[config.mk]
export PLATFORM = sky130hd
export DESIGN_NAME = rle_sprite_row_decoder_flat
export DESIGN_NICKNAME = d
export VERILOG_FILES = /design/src/rtl/rsrd_pkg.sv /design/src/rtl/rsrd_ifs.sv /design/src/rtl/rle_sprite_row_decoder.sv /design/src/flat_wrapper.sv
export VERILOG_INCLUDE_DIRS = /design/src /design/src/rtl
export SDC_FILE = /design/constraint.sdc
export NUM_CORES = 1
export LEC_CHECK = 0
export BUFFER_PORTS_ARGS = -buffer_cell sky130_fd_sc_hd__buf_2
export CAP_MARGIN = 10
export CORE_ASPECT_RATIO = 2
export CORE_MARGIN = 2
export CORE_UTILIZATION = 35
export CTS_BUF_LIST = sky130_fd_sc_hd__clkbuf_4
export DETAILED_ROUTE_END_ITERATION = 16
export PLACE_DENSITY = 0.52
export SYNTH_ARGS = -nofsm -noshare
export SYNTH_HDL_FRONTEND = slang
export SYNTH_SLANG_ARGS = --single-unit
[constraint.sdc]
create_clock -name clk -period 3.24 [get_ports clk]
set_input_delay 0.162 -clock clk [delete_from_list [all_inputs] [get_ports clk]]
set_output_delay 0.162 -clock clk [all_outputs]
set_load 0.03 [all_outputs]
[src/rtl/rle_sprite_row_decoder_macros.svh]
// assertion macros for the run-length sprite row decoder
// included by modules that carry concurrent checks; needs nothing else
`ifndef RLE_SPRITE_ROW_DECODER_MACROS_SVH
`define RLE_SPRITE_ROW_DECODER_MACROS_SVH

// condition must hold at every clock edge out of reset
`define RSRD_ASSERT_HOLDS(label, clk, rst_n, cond) \
	label: assert property (@(posedge clk) disable iff (!rst_n) (cond)) \
		else $error("rsrd check failed");

// consequent must hold in the same cycle as the antecedent
`define RSRD_ASSERT_IMPLIES(label, clk, rst_n, ante, cons) \
	label: assert property (@(posedge clk) disable iff (!rst_n) (ante) |-> (cons)) \
		else $error("rsrd check failed");

// consequent must hold in the cycle after the antecedent
`define RSRD_ASSERT_NEXT(label, clk, rst_n, ante, cons) \
	label: assert property (@(posedge clk) disable iff (!rst_n) (ante) |=> (cons)) \
		else $error("rsrd check failed");

`endif

[src/rtl/rsrd_pkg.sv]
// shared widths, register indexes, status codes and result type
// for the run-length sprite row decoder; no dependencies
package rsrd_pkg;

	localparam int DATA_W     = 8;
	localparam int ROW_W      = 13;
	localparam int COL_OUT_W  = 13;
	localparam int LEN_W      = 7;
	localparam int COLOR_W    = 8;
	localparam int STATUS_W   = 2;
	localparam int CFG_W      = 14;
	localparam int CFG_IDX_W  = 2;
	localparam int ROW_CNT_W  = 14;
	localparam int RUN_W      = 7;

	localparam int ROW_LIMIT       = 8192;
	localparam int DEFAULT_MAX_DIM = 8192;

	localparam logic [CFG_IDX_W-1:0] REG_SHAPE_WIDTH  = 2'd0;
	localparam logic [CFG_IDX_W-1:0] REG_SHAPE_HEIGHT = 2'd1;

	localparam logic [STATUS_W-1:0] ST_RUN   = 2'd0;
	localparam logic [STATUS_W-1:0] ST_DONE  = 2'd1;
	localparam logic [STATUS_W-1:0] ST_TRUNC = 2'd2;

	typedef struct packed {
		logic [ROW_W-1:0]     row_index;
		logic [COL_OUT_W-1:0] start_column;
		logic [LEN_W-1:0]     span_length;
		logic [COLOR_W-1:0]   pixel_color;
		logic [STATUS_W-1:0]  status;
	} span_t;

endpackage

[src/rtl/rsrd_ifs.sv]
// valid/ready channel interfaces of the sprite row decoder:
// byte input, span output and register write port; uses rsrd_pkg
interface rsrd_byte_if;
	logic                          valid;
	logic                          ready;
	logic [rsrd_pkg::DATA_W-1:0]   data_byte;
	logic                          final_byte;

	modport source (output valid, data_byte, final_byte, input ready);
	modport sink   (input valid, data_byte, final_byte, output ready);
endinterface

interface rsrd_span_if;
	logic                            valid;
	logic                            ready;
	logic [rsrd_pkg::ROW_W-1:0]      row_index;
	logic [rsrd_pkg::COL_OUT_W-1:0]  start_column;
	logic [rsrd_pkg::LEN_W-1:0]      span_length;
	logic [rsrd_pkg::COLOR_W-1:0]    pixel_color;
	logic [rsrd_pkg::STATUS_W-1:0]   status;

	modport source (output valid, row_index, start_column, span_length, pixel_color, status,
		input ready);
	modport sink   (input valid, row_index, start_column, span_length, pixel_color, status,
		output ready);
endinterface

interface rsrd_cfg_if;
	logic                             valid;
	logic                             ready;
	logic [rsrd_pkg::CFG_IDX_W-1:0]   index;
	logic [rsrd_pkg::CFG_W-1:0]       wdata;

	modport source (output valid, index, wdata, input ready);
	modport sink   (input valid, index, wdata, output ready);
endinterface

[src/rtl/rle_sprite_row_decoder.sv]
// Run-length sprite row decoder.
// byte_stream carries one word per stream byte (data_byte, final_byte); span_stream
// carries one word per clipped span or status (row_index, start_column, span_length,
// pixel_color, status); cfg writes shape_width (index 0) and shape_height (index 1),
// is always ready and should only be written while the decoder is idle.
// Each accepted byte lands in an input register, is decoded combinationally against
// the row/column/run counters, and any result lands in the output register: a
// result reaches span_stream through the input register and then the output register.
// Throughput is one byte per clock while span_stream is ready; the single decode stage
// (one column add with saturation and one clip compare) sets that figure.
// A byte that produces nothing still passes through the decode stage, and a status word
// with no span carries zeros in row, column and color.
// Reset clears the counters, returns to the expect-control-byte phase and sets both
// shape registers to 1. When span_stream stalls, the output register holds its word,
// the input register takes one more byte if it is empty and then byte_stream ready drops.
// After a done or truncated status, further bytes are taken and dropped until reset.
// Depends on rsrd_pkg, rsrd_ifs and rle_sprite_row_decoder_macros.svh.
`include "rle_sprite_row_decoder_macros.svh"

module rle_sprite_row_decoder #(
	parameter int MAX_DIM = rsrd_pkg::DEFAULT_MAX_DIM
) (
	input logic           clk,
	input logic           arst_n,
	rsrd_byte_if.sink     byte_stream,
	rsrd_span_if.source   span_stream,
	rsrd_cfg_if.sink      cfg
);

	localparam int COL_W = $clog2(MAX_DIM + 1);
	localparam int SUM_W = ((COL_W > rsrd_pkg::DATA_W) ? COL_W : rsrd_pkg::DATA_W) + 1;
	localparam int CMP_W = (COL_W > rsrd_pkg::CFG_W) ? COL_W : rsrd_pkg::CFG_W;
	localparam logic [COL_W-1:0] COL_MAX = COL_W'(MAX_DIM);
	localparam logic [rsrd_pkg::CFG_W-1:0] CLIP_CAP = (MAX_DIM < rsrd_pkg::ROW_LIMIT) ?
		rsrd_pkg::CFG_W'(MAX_DIM) : rsrd_pkg::CFG_W'(rsrd_pkg::ROW_LIMIT);
	localparam logic [rsrd_pkg::CFG_W-1:0] HEIGHT_CAP = rsrd_pkg::CFG_W'(rsrd_pkg::ROW_LIMIT);

	localparam logic [2:0] PH_CTRL  = 3'd0;
	localparam logic [2:0] PH_SKIP  = 3'd1;
	localparam logic [2:0] PH_SOLID = 3'd2;
	localparam logic [2:0] PH_LIT   = 3'd3;
	localparam logic [2:0] PH_DONE  = 3'd4;
	localparam logic [2:0] PH_ERR   = 3'd5;

	logic [rsrd_pkg::CFG_W-1:0]     width_q;
	logic [rsrd_pkg::CFG_W-1:0]     height_q;
	logic [2:0]                     phase_q;
	logic [rsrd_pkg::ROW_CNT_W-1:0] row_q;
	logic [COL_W-1:0]               col_q;
	logic [rsrd_pkg::RUN_W-1:0]     run_q;

	logic                          valid_s1;
	logic [rsrd_pkg::DATA_W-1:0]   data_s1;
	logic                          final_s1;
	logic                          valid_s2;
	rsrd_pkg::span_t               result_s2;

	logic                          fire_s1;
	logic [2:0]                    phase_d;
	logic [rsrd_pkg::ROW_CNT_W-1:0] row_d;
	logic [COL_W-1:0]              col_d;
	logic [rsrd_pkg::RUN_W-1:0]    run_d;
	logic                          emit;
	rsrd_pkg::span_t               result_d;

	logic [rsrd_pkg::CFG_W-1:0]     lim;
	logic [rsrd_pkg::CFG_W-1:0]     rows_needed;
	logic [rsrd_pkg::DATA_W-1:0]    adv_n;
	logic [SUM_W-1:0]               col_sum;
	logic [COL_W-1:0]               col_adv;
	logic [CMP_W-1:0]               room_full;
	logic [rsrd_pkg::CFG_W-1:0]     room;
	logic                           in_clip;
	logic [rsrd_pkg::LEN_W-1:0]     solid_len;
	logic [rsrd_pkg::RUN_W-1:0]     ctrl_count;
	logic                           ctrl_lit;
	logic                           active;

	// handshakes
	assign fire_s1           = valid_s1 && (!valid_s2 || span_stream.ready);
	assign byte_stream.ready = !valid_s1 || fire_s1;
	assign cfg.ready         = 1'b1;

	assign span_stream.valid        = valid_s2;
	assign span_stream.row_index    = result_s2.row_index;
	assign span_stream.start_column = result_s2.start_column;
	assign span_stream.span_length  = result_s2.span_length;
	assign span_stream.pixel_color  = result_s2.pixel_color;
	assign span_stream.status       = result_s2.status;

	// clip limit and row count from the shape registers
	assign lim = (width_q < CLIP_CAP) ? width_q : CLIP_CAP;
	always_comb begin
		priority if (height_q == '0) begin
			rows_needed = rsrd_pkg::CFG_W'(1);
		end else if (height_q > HEIGHT_CAP) begin
			rows_needed = HEIGHT_CAP;
		end else begin
			rows_needed = height_q;
		end
	end

	// one shared column adder with saturation
	always_comb begin
		priority if (phase_q == PH_SKIP) begin
			adv_n = data_s1;
		end else if (phase_q == PH_SOLID) begin
			adv_n = rsrd_pkg::DATA_W'(run_q);
		end else begin
			adv_n = rsrd_pkg::DATA_W'(1);
		end
	end
	assign col_sum = SUM_W'(col_q) + SUM_W'(adv_n);
	assign col_adv = (col_sum > SUM_W'(MAX_DIM)) ? COL_MAX : col_sum[COL_W-1:0];

	assign in_clip   = CMP_W'(col_q) < CMP_W'(lim);
	assign room_full = CMP_W'(lim) - CMP_W'(col_q);
	assign room      = room_full[rsrd_pkg::CFG_W-1:0];
	assign solid_len = (rsrd_pkg::CFG_W'(run_q) < room) ? run_q : room[rsrd_pkg::LEN_W-1:0];

	assign ctrl_count = data_s1[rsrd_pkg::DATA_W-1:1];
	assign ctrl_lit   = data_s1[0];
	assign active     = (phase_q != PH_DONE) && (phase_q != PH_ERR);

	always_comb begin
		phase_d  = phase_q;
		row_d    = row_q;
		col_d    = col_q;
		run_d    = run_q;
		emit     = 1'b0;
		result_d = '0;
		unique case (phase_q)
			PH_CTRL: begin
				if (ctrl_count == '0 && !ctrl_lit) begin
					row_d = row_q + 1'b1;
					col_d = '0;
					if (row_d >= rows_needed) begin
						phase_d         = PH_DONE;
						emit            = 1'b1;
						result_d.status = rsrd_pkg::ST_DONE;
					end
				end else if (ctrl_count == '0) begin
					phase_d = PH_SKIP;
				end else begin
					run_d   = ctrl_count;
					phase_d = ctrl_lit ? PH_LIT : PH_SOLID;
				end
			end
			PH_SKIP: begin
				col_d   = col_adv;
				phase_d = PH_CTRL;
			end
			PH_SOLID: begin
				if (in_clip) begin
					emit                  = 1'b1;
					result_d.row_index    = row_q[rsrd_pkg::ROW_W-1:0];
					result_d.start_column = rsrd_pkg::COL_OUT_W'(col_q);
					result_d.span_length  = solid_len;
					result_d.pixel_color  = data_s1;
				end
				col_d   = col_adv;
				run_d   = '0;
				phase_d = PH_CTRL;
			end
			PH_LIT: begin
				if (in_clip) begin
					emit                  = 1'b1;
					result_d.row_index    = row_q[rsrd_pkg::ROW_W-1:0];
					result_d.start_column = rsrd_pkg::COL_OUT_W'(col_q);
					result_d.span_length  = rsrd_pkg::LEN_W'(1);
					result_d.pixel_color  = data_s1;
				end
				col_d = col_adv;
				if (run_q != '0) begin
					run_d = run_q - 1'b1;
				end
				if (run_d == '0) begin
					phase_d = PH_CTRL;
				end
			end
			default: begin
			end
		endcase
		// stream ran out before the shape finished
		if (active && final_s1 && phase_d != PH_DONE) begin
			phase_d         = PH_ERR;
			emit            = 1'b1;
			result_d.status = rsrd_pkg::ST_TRUNC;
		end
	end

	always_ff @(posedge clk or negedge arst_n) begin
		if (!arst_n) begin
			width_q  <= rsrd_pkg::CFG_W'(1);
			height_q <= rsrd_pkg::CFG_W'(1);
		end else if (cfg.valid && cfg.ready) begin
			if (cfg.index == rsrd_pkg::REG_SHAPE_WIDTH) begin
				width_q <= cfg.wdata;
			end
			if (cfg.index == rsrd_pkg::REG_SHAPE_HEIGHT) begin
				height_q <= cfg.wdata;
			end
		end
	end

	always_ff @(posedge clk or negedge arst_n) begin
		if (!arst_n) begin
			phase_q <= PH_CTRL;
			row_q   <= '0;
			col_q   <= '0;
			run_q   <= '0;
		end else if (fire_s1) begin
			phase_q <= phase_d;
			row_q   <= row_d;
			col_q   <= col_d;
			run_q   <= run_d;
		end
	end

	always_ff @(posedge clk or negedge arst_n) begin
		if (!arst_n) begin
			valid_s1 <= 1'b0;
		end else if (byte_stream.ready) begin
			valid_s1 <= byte_stream.valid;
		end
	end

	always_ff @(posedge clk) begin
		if (byte_stream.valid && byte_stream.ready) begin
			data_s1  <= byte_stream.data_byte;
			final_s1 <= byte_stream.final_byte;
		end
	end

	always_ff @(posedge clk or negedge arst_n) begin
		if (!arst_n) begin
			valid_s2 <= 1'b0;
		end else if (fire_s1) begin
			valid_s2 <= emit;
		end else if (span_stream.ready) begin
			valid_s2 <= 1'b0;
		end
	end

	always_ff @(posedge clk) begin
		if (fire_s1) begin
			result_s2 <= result_d;
		end
	end

	`RSRD_ASSERT_IMPLIES(a_running_word_has_span, clk, arst_n,
		valid_s2 && result_s2.status == rsrd_pkg::ST_RUN, result_s2.span_length != '0)
	`RSRD_ASSERT_IMPLIES(a_status_word_clean, clk, arst_n,
		valid_s2 && result_s2.span_length == '0,
		result_s2.row_index == '0 && result_s2.start_column == '0 && result_s2.pixel_color == '0)
	`RSRD_ASSERT_NEXT(a_truncated_sticky, clk, arst_n, phase_q == PH_ERR, phase_q == PH_ERR)
	`RSRD_ASSERT_IMPLIES(a_no_run_outside_runs, clk, arst_n,
		phase_q == PH_CTRL || phase_q == PH_SKIP, run_q == '0)
	`RSRD_ASSERT_HOLDS(a_column_saturates, clk, arst_n, col_q <= COL_MAX)

endmodule
[src/flat_wrapper.sv]
// flat-port wrapper written by rule: the top's interface ports become plain ports
module rle_sprite_row_decoder_flat 
#(
	parameter int MAX_DIM = rsrd_pkg::DEFAULT_MAX_DIM
)
  (clk, arst_n, byte_stream_valid, byte_stream_data_byte, byte_stream_final_byte, byte_stream_ready, span_stream_valid, span_stream_row_index, span_stream_start_column, span_stream_span_length, span_stream_pixel_color, span_stream_status, span_stream_ready, cfg_valid, cfg_index, cfg_wdata, cfg_ready);
  rsrd_byte_if byte_stream_i ();
  rsrd_span_if span_stream_i ();
  rsrd_cfg_if cfg_i ();
  input logic clk;
  input logic arst_n;
  input wire logic [$bits(byte_stream_i.valid)-1:0] byte_stream_valid;
  input wire logic [$bits(byte_stream_i.data_byte)-1:0] byte_stream_data_byte;
  input wire logic [$bits(byte_stream_i.final_byte)-1:0] byte_stream_final_byte;
  output wire logic [$bits(byte_stream_i.ready)-1:0] byte_stream_ready;
  output wire logic [$bits(span_stream_i.valid)-1:0] span_stream_valid;
  output wire logic [$bits(span_stream_i.row_index)-1:0] span_stream_row_index;
  output wire logic [$bits(span_stream_i.start_column)-1:0] span_stream_start_column;
  output wire logic [$bits(span_stream_i.span_length)-1:0] span_stream_span_length;
  output wire logic [$bits(span_stream_i.pixel_color)-1:0] span_stream_pixel_color;
  output wire logic [$bits(span_stream_i.status)-1:0] span_stream_status;
  input wire logic [$bits(span_stream_i.ready)-1:0] span_stream_ready;
  input wire logic [$bits(cfg_i.valid)-1:0] cfg_valid;
  input wire logic [$bits(cfg_i.index)-1:0] cfg_index;
  input wire logic [$bits(cfg_i.wdata)-1:0] cfg_wdata;
  output wire logic [$bits(cfg_i.ready)-1:0] cfg_ready;
  assign byte_stream_i.valid = byte_stream_valid;
  assign byte_stream_i.data_byte = byte_stream_data_byte;
  assign byte_stream_i.final_byte = byte_stream_final_byte;
  assign byte_stream_ready = byte_stream_i.ready;
  assign span_stream_valid = span_stream_i.valid;
  assign span_stream_row_index = span_stream_i.row_index;
  assign span_stream_start_column = span_stream_i.start_column;
  assign span_stream_span_length = span_stream_i.span_length;
  assign span_stream_pixel_color = span_stream_i.pixel_color;
  assign span_stream_status = span_stream_i.status;
  assign span_stream_i.ready = span_stream_ready;
  assign cfg_i.valid = cfg_valid;
  assign cfg_i.index = cfg_index;
  assign cfg_i.wdata = cfg_wdata;
  assign cfg_ready = cfg_i.ready;
  rle_sprite_row_decoder #(.MAX_DIM(MAX_DIM)) u_core (.clk(clk), .arst_n(arst_n), .byte_stream(byte_stream_i), .span_stream(span_stream_i), .cfg(cfg_i));
endmodule
# After elaboration in Yosys (flattened, before gate mapping)
# Index checks and enable logic that the tools add are counted.
[word_totals] inputBits=30 wordCells=101 register_bits=120 out_inout_bits=46
[classes] n_reduce_logical=29 magnitude_cmp=6 n_eq_ne=10 n_addsub=4 n_bitwise=2 n_mux=34
[op_table] operator="two-way mux 41 bit" count=2
[op_table] operator="one-hot mux 41 bit (2 select lines)" count=1
[op_table] operator="two-way mux 14 bit" count=5
[op_table] operator="two-way mux 7 bit" count=6
[op_table] operator="one-hot mux 14 bit (2 select lines)" count=1
[op_table] operator="one-hot mux 7 bit (3 select lines)" count=1
[op_table] operator="adder 14 x 8 -> 15 bit" count=1
[op_table] operator="greater-than comparator 15 x 14 -> 1 bit (second input constant)" count=1
[op_table] operator="two-way mux 3 bit" count=5
[op_table] operator="adder 14 x 1 -> 14 bit (second input constant)" count=1
[op_table] operator=">= comparator 14 bit" count=1
[op_table] operator="greater-than comparator 14 bit (second input constant)" count=1
[op_table] operator="zero test 14 bit" count=1
[op_table] operator="zero test 7 bit" count=2
[op_table] operator="less-than comparator 14 bit" count=1
[op_table] operator="less-than comparator 14 bit (second input constant)" count=1
[op_table] operator="less-than comparator 7 x 14 -> 1 bit" count=1
[op_table] operator="subtractor 14 bit" count=1
[op_table] operator="!= test 3 bit (second input constant)" count=3
[op_table] operator="one-hot mux 3 bit (3 select lines)" count=1
[op_table] operator="two-way mux 1 bit" count=8
[op_table] operator="two-way mux 8 bit" count=1
[op_table] operator="nonzero test 7 bit" count=1
[op_table] operator="subtractor 7 x 1 -> 7 bit (second input constant)" count=1
[op_table] operator="other kinds (20)" count=37

# Longest topological paths before layout
[depth] depth_word=11 depth_mapped=17

# Worst setup path before layout
# No wires, ideal clock.
[synth_timing] path_type="register -> register" start="register u_core.phase_q[0]" end="register u_core.col_q[11]" t_arrival_ns=3.212 setup_slack_ns=-0.092 stages_incl_launch_ff=15 cell_sequence="dfrtp_1 > buf_2 > inv_1 > nor2_1 > a22oi_1 > nor2_1 > ha_1 > and3_1 > a2111o_1 > a31oi_2 > nor2_1 > and3_1 > o21a_1 > or2_1 > o211a_1"
[synth_between] elab_chain_cells=7 elab_cells_between_ends=14 classes_between="add/sub (1); order compare (1); eq/ne (4); mux (4); reduce/logical (4)"
[synth_rtl] item="from (decl)" line_no="rle_sprite_row_decoder.sv:47" text="logic [2:0] phase_q;"
[synth_rtl] item="from (signal assigned)" line_no="rle_sprite_row_decoder.sv:213" text="phase_q <= phase_d;"
[synth_rtl] item="equality test 3 x 2 -> 1 bit" line_no="rle_sprite_row_decoder.sv:107, rle_sprite_row_decoder.sv:132"
[synth_rtl] item="two-way mux 7 bit" line_no="rle_sprite_row_decoder.sv:107" text="end else if (phase_q == PH_SOLID) begin"
[synth_rtl] item="two-way mux 8 bit" line_no="rle_sprite_row_decoder.sv:105" text="priority if (phase_q == PH_SKIP) begin"
[synth_rtl] item="adder 14 x 8 -> 15 bit" line_no="rle_sprite_row_decoder.sv:113" text="assign col_sum = SUM_W'(col_q) + SUM_W'(adv_n);"
[synth_rtl] item="greater-than comparator 15 x 14 -> 1 bit" line_no="rle_sprite_row_decoder.sv:114" text="assign col_adv = (col_sum > SUM_W'(MAX_DIM)) ? COL_MAX : col_sum[COL_W-1:0];"
[synth_rtl] item="two-way mux 14 bit" line_no="rle_sprite_row_decoder.sv:114"
[synth_rtl] item="one-hot mux 14 bit (2 select lines)" line_no="rle_sprite_row_decoder.sv:132" text="unique case (phase_q)"
[synth_rtl] item="to (signal assigned)" line_no="rle_sprite_row_decoder.sv:215" text="col_q <= col_d;"
[synth_rtl] item="to (decl)" line_no="rle_sprite_row_decoder.sv:49" text="logic [COL_W-1:0] col_q;"
# Several ways; a longest one is shown, not always the timed one.
# A chain may end at the register's enable or synchronous reset.

# Worst setup path after layout
[layout_timing] start="register u_core.phase_q[1]" end="register u_core.col_q[11]"
# Same word-level chain as after synthesis.

==> flow_metrics.py <==
metrics = {
    "critical_path": {
        "critical_path_arrival_ps": 3850,
        "critPathKind": "reg2reg",
        "critPathLaunchType": "flip-flop",
        "path_max_fanout": 6,
        "cp.required_ps": 3740,
        "end_kind": "flip-flop",
    },
    "job": {
        "cap_violations": 0,
    },
    "floorplan": {
        "num_io_pins": 76,
        "die_y_um": 207,
        "num_rows": 74,
        "start_util_pct": 35.5,
        "dieArea_mm2": 0.0219,
        "core_mm2": 0.0204,
        "die_w_um": 106,
    },
    "yosys": {
        "yosysUniqueCellTypes": 69,
        "synth_edf_count": 52,
        "synth.net_count": 802,
        "ys_warn_count": 0,
        "ys_seq_area_share_pct": 45.2,
        "synth_area_per_cell_um2": 9.96,
        "ys.flop_type": "dfrtp_1",
        "async_flop_share_pct": 56.7,
        "syn_area_mm2": 0.00722,
        "ys_seq_elements": 120,
        "synthCells": 725,
    },
    "sta": {
        "fin_worst_skew_ps": 26.5,
        "min_period_over_period_pct": 104,
        "clock.fmax_ghz": 0.298,
        "maxSlewViolCount": 0,
        "period_needed_ps": 3360,
        "grt_setup_unrepaired": "true",
        "relSlewSlack_pct": 25.3,
        "hold_viol_final": 0,
        "worst_slack_ps": -116,
        "tightestPinTransition_ps": 1120,
        "finalSetupViolCount": 6,
        "tns_ps": -412,
    },
    "pwr": {
        "ir_drop_uv": 338,
        "leakage_uw": 0.00440,
        "power_density_mw_per_mm2": 636,
    },
    "cells_and_area": {
        "multi_input_area_mm2": 0.00433,
        "fillers": 1941,
        "final-seq-area_mm2": 0.00327,
        "final_common_cell": "buf_4",
        "drive_above_1_share_pct": 36.9,
        "area_growth_pct": 38.3,
        "nets": 1026,
        "final_cell_mix": "buf_4 (118), buf_2 (74), dfrtp_1 (66)",
    },
    "placed_design": {
        "dpl.hpwl_um": 18000,
        "place_ws_ps": -266,
        "numPortBuffers": 74,
        "gp_congestion": 1.00,
    },
    "clock_network": {
        "clkTransAtPathRegs_ps": 130,
        "cts_buffers": 17,
        "clockBufferDepth": 2,
        "cts_root_buffer": "clkbuf_4",
        "cts_htree_levels": 4,
        "clock_sinks": 120,
        "clock_latency_ps": 620,
        "cts_tree": "built",
    },
    "grt": {
        "antenna_found_initial": 2,
        "grt_pass1_wl_um": 35400,
        "grt_pass1_vias": 6809,
        "grt_use_total_pct": 21.6,
        "grt_max_degree": 63,
        "grt-ovfl-total": 0,
    },
    "routing": {
        "dr.pass1.iters": 5,
        "vias": 6400,
        "wire_per_inst_um": 18.8,
        "drtIter0Drc": 318,
        "final_antenna_net_count": 0,
        "drc": 0,
        "drt-total-wl_um": 23100,
        "via_per_inst": 5.20,
    },
    "outcome": {
        "outcome": "finished, violations left",
        "violations": "negative setup slack",
    },
    "min_path": {
        "holdCritPathClass": "in2reg",
    },
}
## final cells by class
class / instances / share of cell area [%]
clock buffers: 17 / 1.28
well taps: 266 / 3.33
repair buffers: 227 / 16.3
inverters: 35 / 1.32
multi-input cells: 548 / 43.3
flip-flops and latches: 120 / 32.7
clock inverters: 15 / 1.73
diodes: 2 / 0.0501
## critical path: stages (launching register included)
cell and delay, ps:
dfrtp_1 430, buf_6 140, nor2_4 180, buf_6 120, nand2_2 50, a21oi_2 140, ha_1 250, a21o_1 200
a2111o_1 450, a31oi_4 260, buf_6 160, o31ai_4 50, o2bb2ai_2 140, and4_4 220, or2_4 240, o211a_1 210
## state kept, by name, indices dropped and copies added (netlist names), 2 cells and up
name                             flops
u_core.span_stream.pixel_color       8
u_core.height_q                     14
u_core.span_stream.status            2
u_core.run_q                         7
u_core.width_q                      14
u_core.span_stream.row_index        13
u_core.col_q                        14
u_core.phase_q                       3
u_core.span_stream.span_length       7
u_core.data_s1                       8
u_core.row_q                        14
u_core.span_stream.start_column     13
## what timing repair did
action | CTS | global route
pin swaps | 9 | 50
gates resized for setup | 30 | 100
endpoints found under the setup margin | 45 | 49
hold buffers | 28 | 0
setup buffers | 4 | 11
endpoints found under the hold margin | 107 | 0
## per-layer routing
layer	global-route usage (%)	vias up	share of wire [%]
li1	-	3081	-
met1	19.3	3104	33
met2	41.1	146	57
met3	3.81	69	2.6
met4	16.7	0	6.9
met5	0	-	0
## path summary, 6_finish.rpt
path / from / endpoint / slack, ps / depth (start not counted)
min: cfg_index[1] / u_core.width_q[1] / 60 / 3
max in group asynchronous: arst_n / u_core.width_q[9] / 2520 / 3
max: u_core.phase_q[1] / u_core.col_q[11] / -120 / 15
min in group asynchronous: arst_n / u_core.width_q[1] / 90 / 3
min reg2reg: u_core.row_q[13] / u_core.row_q[13] / 510 / 1
max reg2reg: u_core.phase_q[1] / u_core.col_q[11] / -120 / 15
## cell families after synthesis
| kind of cell | Yosys count | share of synthesized area, % |
|---|---|---|
| xor gates and xnor gates | 39 | 4.73 |
| DFF | 120 | 45.2 |
| muxes | 29 | 4.50 |
| and+or+nand+nor | 268 | 19.0 |
| buffers and inverters | 57 | 3.08 |
| AOI/OAI and AO/OA | 164 | 15.1 |
| adders and majority gates | 47 | 8.35 |
| other | 1 | 0.0519 |
## where the power goes
group | switching [µW] | internal, µW | total [µW]
Clock | 636 | 537 | 1170
Combinational | 1770 | 1470 | 3240
Sequential | 162 | 1770 | 1930
## synthesized netlist by cell type, types with 3 or more instances
| master | count | area [µm²] |
|---|---|---|
| and2_1 | 36 | 225 |
| o21ai_0 | 36 | 180 |
| o21a_1 | 6 | 45.0 |
| nor3_1 | 21 | 105 |
| xor2_1 | 18 | 158 |
| nand2_1 | 61 | 229 |
| a21o_1 | 5 | 37.5 |
| a2111oi_0 | 4 | 35.0 |
| nand2b_1 | 12 | 75.1 |
| ha_1 | 45 | 563 |
| a211o_1 | 3 | 26.3 |
| a21oi_1 | 48 | 240 |
| nand3_1 | 16 | 80.1 |
| nand4_1 | 6 | 37.5 |
| or3_1 | 8 | 50.1 |
| o31ai_1 | 3 | 22.5 |
| nor4_1 | 4 | 25.0 |
| and3_1 | 10 | 62.6 |
| a211oi_1 | 7 | 52.6 |
| nor2b_1 | 20 | 125 |
| nand3b_1 | 3 | 22.5 |
| buf_2 | 4 | 20.0 |
| clkbuf_1 | 17 | 63.8 |
| nor2_1 | 54 | 203 |
| nor3b_1 | 5 | 37.5 |
| xnor2_1 | 21 | 184 |
| mux2_2 | 28 | 315 |
| a21boi_0 | 4 | 30.0 |
| inv_1 | 35 | 131 |
| o211ai_1 | 4 | 30.0 |
| a22oi_1 | 5 | 37.5 |
| a22o_1 | 3 | 26.3 |
| o2111ai_1 | 3 | 26.3 |
| dfrtp_1 | 66 | 1650 |
| o211a_1 | 6 | 60.1 |
| edfxtp_1 | 52 | 1560 |
## per-stage QoR
step,hold WS (ps),area (µm²),total power [µW],util (%),instances
finish,59.1,9990,6350,49.0,1230
global route,34.6,9990,6750,49.0,1230
detailed placement,19.7,8720,4490,42.8,1153
floorplan,-134,7260,3420,-,725
global placement,11.7,8720,4450,42.8,1153
CTS,14.4,9440,5820,46.3,1217
(Power assumes the default switching activity.)
